===== src/sv/dmwr_pkg.sv =====
// shared types, constants and register indexes of the drive mode and wheel ramp block
package dmwr_pkg;

   localparam int QUEUE_DEPTH = 2;
   localparam int RSP_DEPTH   = 2;

   localparam int CSR_INDEX_W = 3;
   localparam int CSR_DATA_W  = 16;

   localparam logic [CSR_INDEX_W-1:0] CSR_STRAIGHT_V_THRESH  = 3'd0;
   localparam logic [CSR_INDEX_W-1:0] CSR_ZERO_TURN_W_THRESH = 3'd1;
   localparam logic [CSR_INDEX_W-1:0] CSR_STEER_W_THRESH     = 3'd2;
   localparam logic [CSR_INDEX_W-1:0] CSR_SPEED_GAIN         = 3'd3;
   localparam logic [CSR_INDEX_W-1:0] CSR_STRAIGHT_MAX       = 3'd4;
   localparam logic [CSR_INDEX_W-1:0] CSR_RAMP_STEP          = 3'd5;
   localparam logic [CSR_INDEX_W-1:0] CSR_CMD_AGE_LIMIT      = 3'd6;
   localparam logic [CSR_INDEX_W-1:0] CSR_HOLD_MS            = 3'd7;

   localparam logic [2:0] MODE_STOP        = 3'd0;
   localparam logic [2:0] MODE_STRAIGHT    = 3'd1;
   localparam logic [2:0] MODE_ZERO_TURN   = 3'd2;
   localparam logic [2:0] MODE_STEER_LEFT  = 3'd3;
   localparam logic [2:0] MODE_STEER_RIGHT = 3'd4;

   localparam logic [9:0]  SPD_ZERO_TURN = 10'd450;
   localparam logic [9:0]  SPD_STEER     = 10'd330;
   localparam logic [10:0] REV_BIT       = 11'h400;
   localparam logic [10:0] MAG_MASK      = 11'h3FF;
   // wheel order front left, front right, rear right, rear left; 1 = reversed forward sign
   localparam logic [3:0]  FWD_NEG       = 4'b0110;

   typedef struct packed {
      logic        is_tick;
      logic [31:0] now_ms;
      logic        lin_neg;
      logic [15:0] lin_abs;
      logic        ang_neg;
      logic [15:0] ang_abs;
   } item_type;

   typedef struct packed {
      logic [14:0] straight_v_thresh;
      logic [14:0] zero_turn_w_thresh;
      logic [14:0] steer_w_thresh;
      logic [15:0] speed_gain;
      logic [9:0]  straight_max;
      logic [9:0]  ramp_step;
      logic [15:0] cmd_age_limit;
      logic [15:0] hold_ms;
   } cfg_type;

   typedef struct packed {
      logic [10:0] wheel_front_left;
      logic [10:0] wheel_front_right;
      logic [10:0] wheel_rear_right;
      logic [10:0] wheel_rear_left;
      logic [2:0]  drive_mode;
      logic        mode_changed;
      logic        servo_realign;
      logic        cmd_valid;
   } rsp_type;

endpackage


===== src/sv/drive_mode_and_wheel_ramp.sv =====
// top level: register bank, front end and back end of the drive mode and wheel ramp block
//
// Input side looks like a queue: a transaction is taken when push is high and full is low.
// req_type 0 stores a velocity command (no result), req_type 1 is a control tick that
// produces exactly one result: four sign-magnitude wheel words, the drive mode and flags.
// Result side looks like a queue: while empty is low the oldest result sits on the rsp_
// ports, and it is taken when pop is high.
// A tick taken is held in the front queue, then in the result queue, before it is popped.
// Throughput: one transaction per cycle while the result queue has room; the mode, age
// check and ramp for a tick resolve combinationally in the back end, against the mode and
// ramp words left by the tick before. The front queue and the result queue (two entries
// each by default) let either side stall alone; when pop stays low the result queue fills,
// ticks wait in the front queue, and full rises once it is full. Commands ahead of a
// waiting tick still drain. Registers are written through csr_wr_en/csr_index/csr_wdata;
// the user must write them only while the block is idle, which the block does not enforce.
// Synchronous reset empties both queues, restores register defaults, zeroes the command,
// sets stop mode, clears servo alignment and zeroes the ramp words.
module drive_mode_and_wheel_ramp #(
   parameter int QUEUE_DEPTH = dmwr_pkg::QUEUE_DEPTH,
   parameter int RSP_DEPTH   = dmwr_pkg::RSP_DEPTH
) (
   input  logic                               clock,
   input  logic                               reset,
   input  logic                               push,
   output logic                               full,
   input  logic                               req_type,
   input  logic [31:0]                        req_now_ms,
   input  logic signed [15:0]                 req_lin_vel,
   input  logic signed [15:0]                 req_ang_vel,
   output logic                               empty,
   input  logic                               pop,
   output logic [10:0]                        rsp_wheel_front_left,
   output logic [10:0]                        rsp_wheel_front_right,
   output logic [10:0]                        rsp_wheel_rear_right,
   output logic [10:0]                        rsp_wheel_rear_left,
   output logic [2:0]                         rsp_drive_mode,
   output logic                               rsp_mode_changed,
   output logic                               rsp_servo_realign,
   output logic                               rsp_cmd_valid,
   input  logic                               csr_wr_en,
   input  logic [dmwr_pkg::CSR_INDEX_W-1:0]   csr_index,
   input  logic [dmwr_pkg::CSR_DATA_W-1:0]    csr_wdata
);
   import dmwr_pkg::*;

   cfg_type  cfg_ff;
   logic     q_valid, q_pop;
   item_type q_item;
   rsp_type  rsp_data;

   always_ff @(posedge clock) begin
      if (reset) begin
         cfg_ff.straight_v_thresh  <= 15'd82;
         cfg_ff.zero_turn_w_thresh <= 15'd819;
         cfg_ff.steer_w_thresh     <= 15'd205;
         cfg_ff.speed_gain         <= 16'd1000;
         cfg_ff.straight_max       <= 10'd900;
         cfg_ff.ramp_step          <= 10'd45;
         cfg_ff.cmd_age_limit      <= 16'd1500;
         cfg_ff.hold_ms            <= 16'd3000;
      end else if (csr_wr_en) begin
         case (csr_index)
            CSR_STRAIGHT_V_THRESH:  cfg_ff.straight_v_thresh  <= csr_wdata[14:0];
            CSR_ZERO_TURN_W_THRESH: cfg_ff.zero_turn_w_thresh <= csr_wdata[14:0];
            CSR_STEER_W_THRESH:     cfg_ff.steer_w_thresh     <= csr_wdata[14:0];
            CSR_SPEED_GAIN:         cfg_ff.speed_gain         <= csr_wdata;
            CSR_STRAIGHT_MAX:       cfg_ff.straight_max       <= csr_wdata[9:0];
            CSR_RAMP_STEP:          cfg_ff.ramp_step          <= csr_wdata[9:0];
            CSR_CMD_AGE_LIMIT:      cfg_ff.cmd_age_limit      <= csr_wdata;
            CSR_HOLD_MS:            cfg_ff.hold_ms            <= csr_wdata;
            default:                cfg_ff                    <= cfg_ff;
         endcase
      end
   end

   dmwr_front #(
      .QUEUE_DEPTH (QUEUE_DEPTH)
   ) u_front (
      .clock       (clock),
      .reset       (reset),
      .push        (push),
      .full        (full),
      .req_type    (req_type),
      .req_now_ms  (req_now_ms),
      .req_lin_vel (req_lin_vel),
      .req_ang_vel (req_ang_vel),
      .q_valid     (q_valid),
      .q_item      (q_item),
      .q_pop       (q_pop)
   );

   dmwr_back #(
      .RSP_DEPTH (RSP_DEPTH)
   ) u_back (
      .clock     (clock),
      .reset     (reset),
      .cfg       (cfg_ff),
      .q_valid   (q_valid),
      .q_item    (q_item),
      .q_pop     (q_pop),
      .rsp_data  (rsp_data),
      .rsp_empty (empty),
      .rsp_pop   (pop)
   );

   assign rsp_wheel_front_left  = rsp_data.wheel_front_left;
   assign rsp_wheel_front_right = rsp_data.wheel_front_right;
   assign rsp_wheel_rear_right  = rsp_data.wheel_rear_right;
   assign rsp_wheel_rear_left   = rsp_data.wheel_rear_left;
   assign rsp_drive_mode        = rsp_data.drive_mode;
   assign rsp_mode_changed      = rsp_data.mode_changed;
   assign rsp_servo_realign     = rsp_data.servo_realign;
   assign rsp_cmd_valid         = rsp_data.cmd_valid;

endmodule


===== src/sv/dmwr_fifo.sv =====
// small first-in first-out queue built from registers
module dmwr_fifo #(
   parameter int WIDTH = 1,
   parameter int DEPTH = 2
) (
   input  logic             clock,
   input  logic             reset,
   input  logic             push,
   input  logic [WIDTH-1:0] wdata,
   output logic             full,
   input  logic             pop,
   output logic [WIDTH-1:0] rdata,
   output logic             empty
);

   localparam int PTR_W = (DEPTH > 1) ? $clog2(DEPTH) : 1;
   localparam int CNT_W = $clog2(DEPTH + 1);

   logic [WIDTH-1:0] mem_ff [DEPTH];
   logic [PTR_W-1:0] wr_ptr_ff, wr_ptr_in;
   logic [PTR_W-1:0] rd_ptr_ff, rd_ptr_in;
   logic [CNT_W-1:0] count_ff, count_in;
   logic             do_push, do_pop;

   assign full    = (count_ff == CNT_W'(DEPTH));
   assign empty   = (count_ff == '0);
   assign do_push = push && !full;
   assign do_pop  = pop && !empty;
   assign rdata   = mem_ff[rd_ptr_ff];

   always_comb begin
      wr_ptr_in = wr_ptr_ff;
      rd_ptr_in = rd_ptr_ff;
      count_in  = count_ff;
      if (do_push) begin
         wr_ptr_in = (wr_ptr_ff == PTR_W'(DEPTH - 1)) ? '0 : wr_ptr_ff + PTR_W'(1);
      end
      if (do_pop) begin
         rd_ptr_in = (rd_ptr_ff == PTR_W'(DEPTH - 1)) ? '0 : rd_ptr_ff + PTR_W'(1);
      end
      case ({do_push, do_pop})
         2'b10:   count_in = count_ff + CNT_W'(1);
         2'b01:   count_in = count_ff - CNT_W'(1);
         default: count_in = count_ff;
      endcase
   end

   always_ff @(posedge clock) begin
      if (reset) begin
         wr_ptr_ff <= '0;
         rd_ptr_ff <= '0;
         count_ff  <= '0;
      end else begin
         wr_ptr_ff <= wr_ptr_in;
         rd_ptr_ff <= rd_ptr_in;
         count_ff  <= count_in;
      end
   end

   always_ff @(posedge clock) begin
      if (do_push) begin
         mem_ff[wr_ptr_ff] <= wdata;
      end
   end

   a_count_bound: assert property (@(posedge clock) disable iff (reset)
      count_ff <= CNT_W'(DEPTH))
      else $error("fifo count beyond depth");

   a_count_up: assert property (@(posedge clock) disable iff (reset)
      (do_push && !do_pop) |=> (count_ff == $past(count_ff) + CNT_W'(1)))
      else $error("fifo count did not advance on push");

endmodule


===== src/sv/dmwr_front.sv =====
// front end: takes transactions, splits velocities into sign and magnitude, queues them
module dmwr_front #(
   parameter int QUEUE_DEPTH = 2
) (
   input  logic                clock,
   input  logic                reset,
   input  logic                push,
   output logic                full,
   input  logic                req_type,
   input  logic [31:0]         req_now_ms,
   input  logic signed [15:0]  req_lin_vel,
   input  logic signed [15:0]  req_ang_vel,
   output logic                q_valid,
   output dmwr_pkg::item_type  q_item,
   input  logic                q_pop
);
   import dmwr_pkg::*;

   item_type    item_w;
   logic [15:0] lin_u, ang_u;
   logic        q_empty;

   assign lin_u = req_lin_vel;
   assign ang_u = req_ang_vel;

   always_comb begin
      item_w.is_tick = req_type;
      item_w.now_ms  = req_now_ms;
      item_w.lin_neg = lin_u[15];
      // the most negative value maps to magnitude 0x8000
      item_w.lin_abs = lin_u[15] ? (~lin_u + 16'd1) : lin_u;
      item_w.ang_neg = ang_u[15];
      item_w.ang_abs = ang_u[15] ? (~ang_u + 16'd1) : ang_u;
   end

   dmwr_fifo #(
      .WIDTH ($bits(item_type)),
      .DEPTH (QUEUE_DEPTH)
   ) u_queue (
      .clock (clock),
      .reset (reset),
      .push  (push),
      .wdata (item_w),
      .full  (full),
      .pop   (q_pop),
      .rdata (q_item),
      .empty (q_empty)
   );

   assign q_valid = !q_empty;

endmodule


===== src/sv/dmwr_back.sv =====
// back end: command store, mode selection, wheel targets, straight ramp, result queue
module dmwr_back #(
   parameter int RSP_DEPTH = 2
) (
   input  logic               clock,
   input  logic               reset,
   input  dmwr_pkg::cfg_type  cfg,
   input  logic               q_valid,
   input  dmwr_pkg::item_type q_item,
   output logic               q_pop,
   output dmwr_pkg::rsp_type  rsp_data,
   output logic               rsp_empty,
   input  logic               rsp_pop
);
   import dmwr_pkg::*;

   function automatic logic [10:0] ramp_word(input logic [10:0] cur,
                                             input logic [10:0] target,
                                             input logic [9:0]  step);
      logic [9:0]  cm, tm;
      logic        cd, td;
      logic [9:0]  diff;
      cm = cur[9:0];
      cd = cur[10];
      tm = target[9:0];
      td = target[10];
      if ((cd != td) && (cm > step)) begin
         cm = cm - step;
      end else begin
         if (cm < tm) begin
            diff = tm - cm;
            cm   = cm + ((diff < step) ? diff : step);
         end else if (cm > tm) begin
            diff = cm - tm;
            cm   = cm - ((diff < step) ? diff : step);
         end
         cd = td;
      end
      return {cd, cm};
   endfunction

   logic [31:0] stamp_ff;
   logic        lin_neg_ff, ang_neg_ff;
   logic [15:0] lin_abs_ff, ang_abs_ff;
   logic [2:0]  cur_mode_ff, cur_mode_in;
   logic        aligned_ff, aligned_in;
   logic [10:0] ramp_ff [4];
   logic [10:0] ramp_in [4];

   logic        rsp_full, do_item, do_tick, do_cmd;
   logic [31:0] age;
   logic        turning, valid;
   logic [15:0] va, wa;
   logic        vneg, wneg;
   logic [2:0]  nm;
   logic        changed, realign;
   logic [31:0] prod;
   logic [32:0] rounded;
   logic [20:0] scaled;
   logic [9:0]  straight_mag;
   logic [9:0]  tmag;
   logic        tneg [4];
   logic [10:0] target_w [4];
   rsp_type     rsp_w;

   assign do_item = q_valid && (!q_item.is_tick || !rsp_full);
   assign q_pop   = do_item;
   assign do_tick = do_item && q_item.is_tick;
   assign do_cmd  = do_item && !q_item.is_tick;

   // command age and validity
   assign age     = q_item.now_ms - stamp_ff;
   assign turning = (cur_mode_ff == MODE_ZERO_TURN) || (cur_mode_ff == MODE_STEER_LEFT)
                 || (cur_mode_ff == MODE_STEER_RIGHT);
   assign valid   = (age <= {16'd0, cfg.cmd_age_limit})
                 || (turning && (age <= {16'd0, cfg.hold_ms}));
   assign va      = valid ? lin_abs_ff : 16'd0;
   assign wa      = valid ? ang_abs_ff : 16'd0;
   assign vneg    = valid && lin_neg_ff;
   assign wneg    = valid && ang_neg_ff;

   always_comb begin
      if (valid && (va < {1'b0, cfg.straight_v_thresh})
          && (wa > {1'b0, cfg.zero_turn_w_thresh})) begin
         nm = MODE_ZERO_TURN;
      end else if (valid && (va >= {1'b0, cfg.straight_v_thresh})) begin
         if (!wneg && (wa > {1'b0, cfg.steer_w_thresh})) begin
            nm = MODE_STEER_LEFT;
         end else if (wneg && (wa > {1'b0, cfg.steer_w_thresh})) begin
            nm = MODE_STEER_RIGHT;
         end else begin
            nm = MODE_STRAIGHT;
         end
      end else begin
         nm = MODE_STOP;
      end
   end

   assign changed = (nm != cur_mode_ff);

   always_comb begin
      aligned_in = aligned_ff;
      realign    = 1'b0;
      if (changed) begin
         if ((nm == MODE_STOP) || (nm == MODE_ZERO_TURN)) begin
            aligned_in = 1'b0;
         end else if (!aligned_ff) begin
            aligned_in = 1'b1;
            realign    = 1'b1;
         end
      end
   end

   // straight speed: round half away from zero, then clamp
   assign prod         = 32'(va) * 32'(cfg.speed_gain);
   assign rounded      = {1'b0, prod} + 33'd2048;
   assign scaled       = rounded[32:12];
   assign straight_mag = (scaled > 21'(cfg.straight_max)) ? cfg.straight_max : scaled[9:0];

   always_comb begin
      case (nm)
         MODE_ZERO_TURN:   tmag = SPD_ZERO_TURN;
         MODE_STEER_LEFT:  tmag = SPD_STEER;
         MODE_STEER_RIGHT: tmag = SPD_STEER;
         MODE_STRAIGHT:    tmag = straight_mag;
         default:          tmag = 10'd0;
      endcase
      for (int i = 0; i < 4; i++) begin
         tneg[i]     = (nm == MODE_ZERO_TURN) ? !wneg : (vneg ^ FWD_NEG[i]);
         target_w[i] = (tneg[i] && (tmag != 10'd0)) ? ({1'b0, tmag} | REV_BIT)
                                                    : ({1'b0, tmag} & MAG_MASK);
         ramp_in[i]  = (nm == MODE_STRAIGHT) ? ramp_word(ramp_ff[i], target_w[i], cfg.ramp_step)
                                             : target_w[i];
      end
   end

   assign cur_mode_in = nm;

   always_comb begin
      rsp_w.wheel_front_left  = ramp_in[0];
      rsp_w.wheel_front_right = ramp_in[1];
      rsp_w.wheel_rear_right  = ramp_in[2];
      rsp_w.wheel_rear_left   = ramp_in[3];
      rsp_w.drive_mode        = nm;
      rsp_w.mode_changed      = changed;
      rsp_w.servo_realign     = realign;
      rsp_w.cmd_valid         = valid;
   end

   always_ff @(posedge clock) begin
      if (reset) begin
         stamp_ff    <= '0;
         lin_neg_ff  <= 1'b0;
         lin_abs_ff  <= '0;
         ang_neg_ff  <= 1'b0;
         ang_abs_ff  <= '0;
         cur_mode_ff <= MODE_STOP;
         aligned_ff  <= 1'b0;
         for (int i = 0; i < 4; i++) begin
            ramp_ff[i] <= '0;
         end
      end else begin
         if (do_cmd) begin
            stamp_ff   <= q_item.now_ms;
            lin_neg_ff <= q_item.lin_neg;
            lin_abs_ff <= q_item.lin_abs;
            ang_neg_ff <= q_item.ang_neg;
            ang_abs_ff <= q_item.ang_abs;
         end
         if (do_tick) begin
            cur_mode_ff <= cur_mode_in;
            aligned_ff  <= aligned_in;
            for (int i = 0; i < 4; i++) begin
               ramp_ff[i] <= ramp_in[i];
            end
         end
      end
   end

   dmwr_fifo #(
      .WIDTH ($bits(rsp_type)),
      .DEPTH (RSP_DEPTH)
   ) u_rsp_queue (
      .clock (clock),
      .reset (reset),
      .push  (do_tick),
      .wdata (rsp_w),
      .full  (rsp_full),
      .pop   (rsp_pop),
      .rdata (rsp_data),
      .empty (rsp_empty)
   );

   a_realign_on_entry: assert property (@(posedge clock) disable iff (reset)
      (do_tick && realign) |-> (changed && ((nm == MODE_STRAIGHT)
         || (nm == MODE_STEER_LEFT) || (nm == MODE_STEER_RIGHT))))
      else $error("servo realign outside a driving mode entry");

   a_invalid_stops: assert property (@(posedge clock) disable iff (reset)
      (do_tick && !valid) |-> (nm == MODE_STOP))
      else $error("stale command left a driving mode");

   a_mode_tracks: assert property (@(posedge clock) disable iff (reset)
      do_tick |=> (cur_mode_ff == $past(nm)))
      else $error("current mode does not follow the last tick");

   a_cmd_no_result: assert property (@(posedge clock) disable iff (reset)
      do_cmd |=> $stable(cur_mode_ff) && $stable(aligned_ff))
      else $error("command transaction changed mode state");

endmodule


===== config.mk =====
export PLATFORM = sky130hd
export DESIGN_NAME = drive_mode_and_wheel_ramp
export DESIGN_NICKNAME = d
export VERILOG_FILES = /design/src/sv/dmwr_pkg.sv /design/src/sv/drive_mode_and_wheel_ramp.sv /design/src/sv/dmwr_fifo.sv /design/src/sv/dmwr_front.sv /design/src/sv/dmwr_back.sv
export SDC_FILE = /design/constraint.sdc
export NUM_CORES = 2
export LEC_CHECK = 0
export ABC_AREA = 1
export BUFFER_PORTS_ARGS = -buffer_cell sky130_fd_sc_hd__buf_2
export CORE_MARGIN = 1.5
export CORE_UTILIZATION = 55
export CTS_CLUSTER_SIZE = 40
export DETAILED_ROUTE_END_ITERATION = 8
export PLACE_DENSITY = 0.72
export SLEW_MARGIN = 20
export SYNTH_ARGS = -nofsm -noshare
export SYNTH_HDL_FRONTEND = slang
export SYNTH_SLANG_ARGS = --single-unit

===== constraint.sdc =====
create_clock -name clock -period 19.6 [get_ports clock]
set_input_delay 0.98 -clock clock [delete_from_list [all_inputs] [get_ports clock]]
set_output_delay 0.98 -clock clock [all_outputs]
set_load 0.1 [all_outputs]

After elaboration in Yosys (flattened, before gate mapping)
Memory sizes are Yosys's and may differ from the RTL's. A register that Yosys moved wholly into a read port is not among the register bits. Cells that the tools add are included.

Register bits: 191. Bits in writable memories: 278. Logic and storage cells: 234. Memories kept: 3. Input port bits: 89. Output and inout bits: 52.

Memory list: u_front.u_queue.mem_ff (depth 2, bits a word 67, rd ports 1, clocked after memory_dff 1, write ports 1, line dmwr_fifo.sv:19) `logic [WIDTH-1:0] mem_ff [DEPTH];`; u_back.u_rsp_queue.mem_ff (depth 2, bits a word 50, rd ports 1, clocked after memory_dff 1, write ports 1, line dmwr_fifo.sv:19); u_back.ramp_ff (depth 4, bits a word 11, rd ports 4, clocked after memory_dff 0, write ports 4, line dmwr_back.sv:47) `logic [10:0] ramp_ff [4];`.

$lt $le $gt $ge: 27. Bitwise gates (word level): 7. Equal/unequal tests: 25. Muxes and demuxes: 69. Add/subtract/negate cells: 32. Reductions and logical operators: 49. Multiply operators: 1.

Operators with widths (count): $mux 10 (21); $sub 10x10->10 (16); $lt 10x10->1 (12); $mux 11 (10); $gt 10x10->1 (8); $le 32x16->1 (2); $mux 16 (4); $add 10x10->10 (4); $add 32x12->33 const B (1); $add 16x1->16 const B (2); $gt 16x15->1 (2); $mul 16x16->32 (1); $not 16->16 (2); $sub 32x32->32 (1); $pmux 10 s3 (1); $mux 1 (27); $gt 21x10->1 (1); $logic_and 1x1->1 (21); $eq 3x2->1 const B (6); $eq 3x3->1 const B (6); $reduce_and 2->1 (9); $ge 16x15->1 (1); $lt 16x15->1 (1); $mux 3 (4); other kinds (18) (47).

Longest topological paths before layout
Depth in word-level cells: 27. Depth in mapped cells: 108. Gate-level depth less buffers: 101.

Modules after synthesis
From an unflattened synthesis, not the netlist that was laid out.

Cells, all modules: 5467. Area total of the unflattened synthesis: 43910.9 sq um.

By module, submodules not included: dmwr_back (cells each 4253, area each 29448.2 sq um, seq. area each 2722.6 sq um, times used 1); dmwr_fifo (u_front.u_queue) (cells each 248, area each 5192.5 sq um, seq. area each 4124.0 sq um, times used 1); drive_mode_and_wheel_ramp (cells each 603, area each 4332.9 sq um, seq. area each 2262.2 sq um, times used 1); dmwr_fifo (u_back.u_rsp_queue) (cells each 196, area each 4110.2 sq um, seq. area each 3103.0 sq um, times used 1); dmwr_front (cells each 167, area each 827.0 sq um, seq. area each 0.0 sq um, times used 1).

Worst setup path after synthesis
Ideal clock, no wire load.

Kind: reg2reg. Start: reg (tool-made name). End: mem u_back.ramp_ff[3][9], data pin. Stages on the path, launching flop included: 95. Clock period less this slack: 15682 ps. Arrival: 15416 ps. Library setup time: 266 ps. Setup slack: 3918 ps. Data required time: 19334 ps. Buffers on the path: 6. Cell sequence: dfxtp_1 > clkbuf_1 > buf_1 > nand2_1 > nand2_1 > ha_1 > nand2_1 > inv_1 > a21oi_2 > nand2_1 > nand3_1 > nand3_1 > xor2_1 > ha_1 > nand2_1 > nor2_1 > nand3_1 > nor4_1 > [59 not listed] > nand2_1 > o21ai_0 > a21oi_1 > o21bai_1 > nand2_1 > nand2_1 > a21oi_1 > nor2_1 > nor2_1 > inv_1 > a21oi_1 > or2_2 > nand3_1 > a21oi_1 > o21ai_0 > nand3_1 > nand3_1 > nor2_1.

RTL lines (line): end, declared (dmwr_back.sv:47).

==> run summary <==
final instance area - 45880 um2
CP Max Fanout - 42
min Tclk post-route - 18340 ps
Final Cycle Share - 0.9358
Overflow after GRT - 0
critical path arrival - 18810 ps
core area - 76200 um2
initial antenna violation count - 7
PostCTS Resize Cnt - 0
Pleak - 0.02172 uW
routed length per instance - 18.30 um
Area contributors post-synth - edfxtp_1 20%, ha_1 15%, fa_1 10%
Hold Buf Count CTS - 0
CP max stage delay - 560 ps
Die W - 280.7 um
Req. time, crit path - 20060 ps
reg2reg end - u_back.ramp_ff[3][9]
Ys Warns - 0
predominant post-synthesis flop cell - edfxtp_1
Setup Fix Bufs, Post-CTS - 0
clock latency at the later pin of the worst-skew pair - 630 ps
Syn Area/Cell - 8.005 um2
post-synthesis async set-or-reset flop share - 0
Yosys top cell area share - 0.1968
Synth Net Count - 6103
Hold Path Class - reg2reg
number of flops mapped to enable cells by yosys - 278
global routing usage summed across all routing layers - 0.2985
# DRC - 0
area post-placement - 44100 um2
Power Density - 129.3 nW/um2
slew margin rel. - 0.2427
Root Driver - clkbuf_16
Worst setup EP type - register
drt first pass iters - 9
nature of the critical path startpoint - register
Num Clock Sinks - 471
worst reg-to-reg setup slack - 1260 ps
Starting Density - 0.5568
Critical Path End - u_back.ramp_ff[3][9]
via count - 35973
H-Tree Depth - 2
Slew Limit Fails - 0
Yosys top cell by area - edfxtp_1
drt via density - 5.575
number of max-cap violations - 0
run status - complete, no violations
vias in the first global route - 34493
Fmax - 0.05452 GHz
Multi-input gate area - 26390 um2
pin count of the biggest net entering global routing - 104
Worst path slowest cell - fa_1
library cells used by synthesis - 61
final setup fails - 0
Netlist Area Pre-Place - 42430 um2
Post-DRT Antenna Nets - 0
Initial DRC Count - 2960
part of the Yosys area used for sequential elements - 0.2878
synthesized flop and latch total - 471
worst vdd ir - 111.5 uV
setup ws final - 1258 ps
I/O pin cnt - 141
gpl congestion - 0.9975
share of layout cells above drive strength 1 - 0.08153
final-report hold violation count - 0
Die Span Y - 280.7 um
Bufs on Longest Clock Path - 3
row count - 101
fin nets - 6181
Synth-to-Final Area Change - 8.145%
most numerous cell on the critical path - nand2_1
Worst-path clk slew - 60 ps
most frequent cell after synthesis - nand2_1
FILL cells - 6844
Num CTS Buffers - 51
worst slack at placement - 1280 ps
drt total wl - 118.1 mm
Gate Count Post-Synth - 5300
R2R depth - 91
first-pass GRT wire length - 185.2 mm
Worst-Margin Slew - 1136 ps
critical path class - reg2reg
Port-buffer cells - 140
top cells by count, synth - 1042 x nand2_1, 831 x inv_1, 498 x ha_1
storage element area - 12210 um2
worst clock skew - 46.62 ps
TritonCTS clock tree - built
hpwl dp - 90.49 mm
Die ar. - 78820 um2
-- layout by cell type (no fill, tap or decap), types with 46 or more instances in the layout --
cell type,instances
a31oi_1,46
clkbuf_16,51
xor2_1,153
nand3_1,131
ha_1,498
nand4_1,56
nand2_1,1040
a21oi_1,418
mux2_2,50
nor2_1,451
edfxtp_1,278
o21ai_0,359
dfxtp_1,191
buf_2,140
inv_1,830
fa_1,216
-- flip-flops by register name (all words and copies together) (netlist names), 2 cells and up, named ones only --
| signal | cells |
|---|---|
| u_back.ramp_ff | 44 |
| u_back.cur_mode_ff | 3 |
| u_front.u_queue.mem_ff | 134 |
| u_back.u_rsp_queue.mem_ff | 100 |
| cfg_ff | 113 |
| u_back.ang_abs_ff | 16 |
| u_back.u_rsp_queue.count_ff | 2 |
| u_back.stamp_ff | 32 |
| u_front.u_queue.count_ff | 2 |
| u_back.lin_abs_ff | 16 |
-- per-layer routing --
| layer | track usage | vias to the layer above | share of wire |
|---|---|---|---|
| met1 | 0.3968 | 16811 | 0.43 |
| met2 | 0.4939 | 1288 | 0.46 |
| li1 | - | 17602 | - |
| met3 | 0.04207 | 264 | 0.072 |
| met4 | 0.1107 | 8 | 0.038 |
| met5 | 0 | - | 0.00045 |
-- worst min-delay path by stage --
| stage | startpoint | endpoint | slack (ps) | depth (start not counted) |
|---|---|---|---|---|
| 2_1_floorplan | u_back.u_rsp_queue.rd_ptr_ff | register | 430 | 1 |
| 3_3_place_gp | u_front.u_queue.rd_ptr_ff | register | 430 | 1 |
| 3_5_place_dp | u_front.u_queue.rd_ptr_ff | register | 440 | 1 |
| 4_1_cts | u_front.u_queue.rd_ptr_ff | register | 460 | 1 |
| 5_1_grt | u_back.stamp_ff[28] | u_back.stamp_ff[28] | 470 | 2 |
| 6_report | u_back.stamp_ff[29] | u_back.stamp_ff[29] | 450 | 2 |
-- per-stage QoR --
stage | power [uW] | setup TNS [ps] | cells | hold slack, ps | util
after floorplan | 4110 | 0 | 5300 | 425.7 | -
after global placement | 4833 | 0 | 6355 | 431.5 | 0.5787
after detailed placement | 4882 | 0 | 6355 | 440.7 | 0.5787
after CTS | 5916 | 0 | 6451 | 455.1 | 0.6018
after global routing | 6422 | -0.2096 | 6451 | 466.8 | 0.6021
final | 5934 | 0 | 6452 | 454.9 | 0.6021
-- worst max-delay path, delay by kind of cell, from the launching register on --
kind / cells / cell delay, ps
AO/OA/AOI/OAI: 21 / 3970
XOR/XNOR: 5 / 1070
adder cells (fa/ha/maj): 13 / 5260
buffers and inverters: 14 / 2010
flip-flops: 1 / 330
AND/OR/NAND/NOR: 38 / 5460
-- final cells by class --
class	instances	share of cell area
repair buffers	182	0.02214
multi-input cells	3817	0.5751
flip-flops and latches	471	0.2662
clock inverters	22	0.006954
inverters	855	0.07000
well taps	1030	0.02809
diodes	1	0.00005454
clock buffers	74	0.03144
-- report_power, final --
part           switching (uW)  internal [uW]  total (uW)
Clock                     418            595        1010
Combinational            2390           1190        3570
Sequential                102           1250        1350
Total                    2910           3030        5930
-- logic make-up after synthesis --
| family | Yosys count | share of synthesized area |
|---|---|---|
| simple gates | 1855 | 0.1857 |
| buf+inv | 1012 | 0.09174 |
| compound gates | 1000 | 0.1318 |
| fa+ha+maj | 714 | 0.2488 |
| flops | 471 | 0.2878 |
| xor+xnor | 197 | 0.04067 |
| mux | 51 | 0.01351 |
Power figures use the tool's default switching activity.
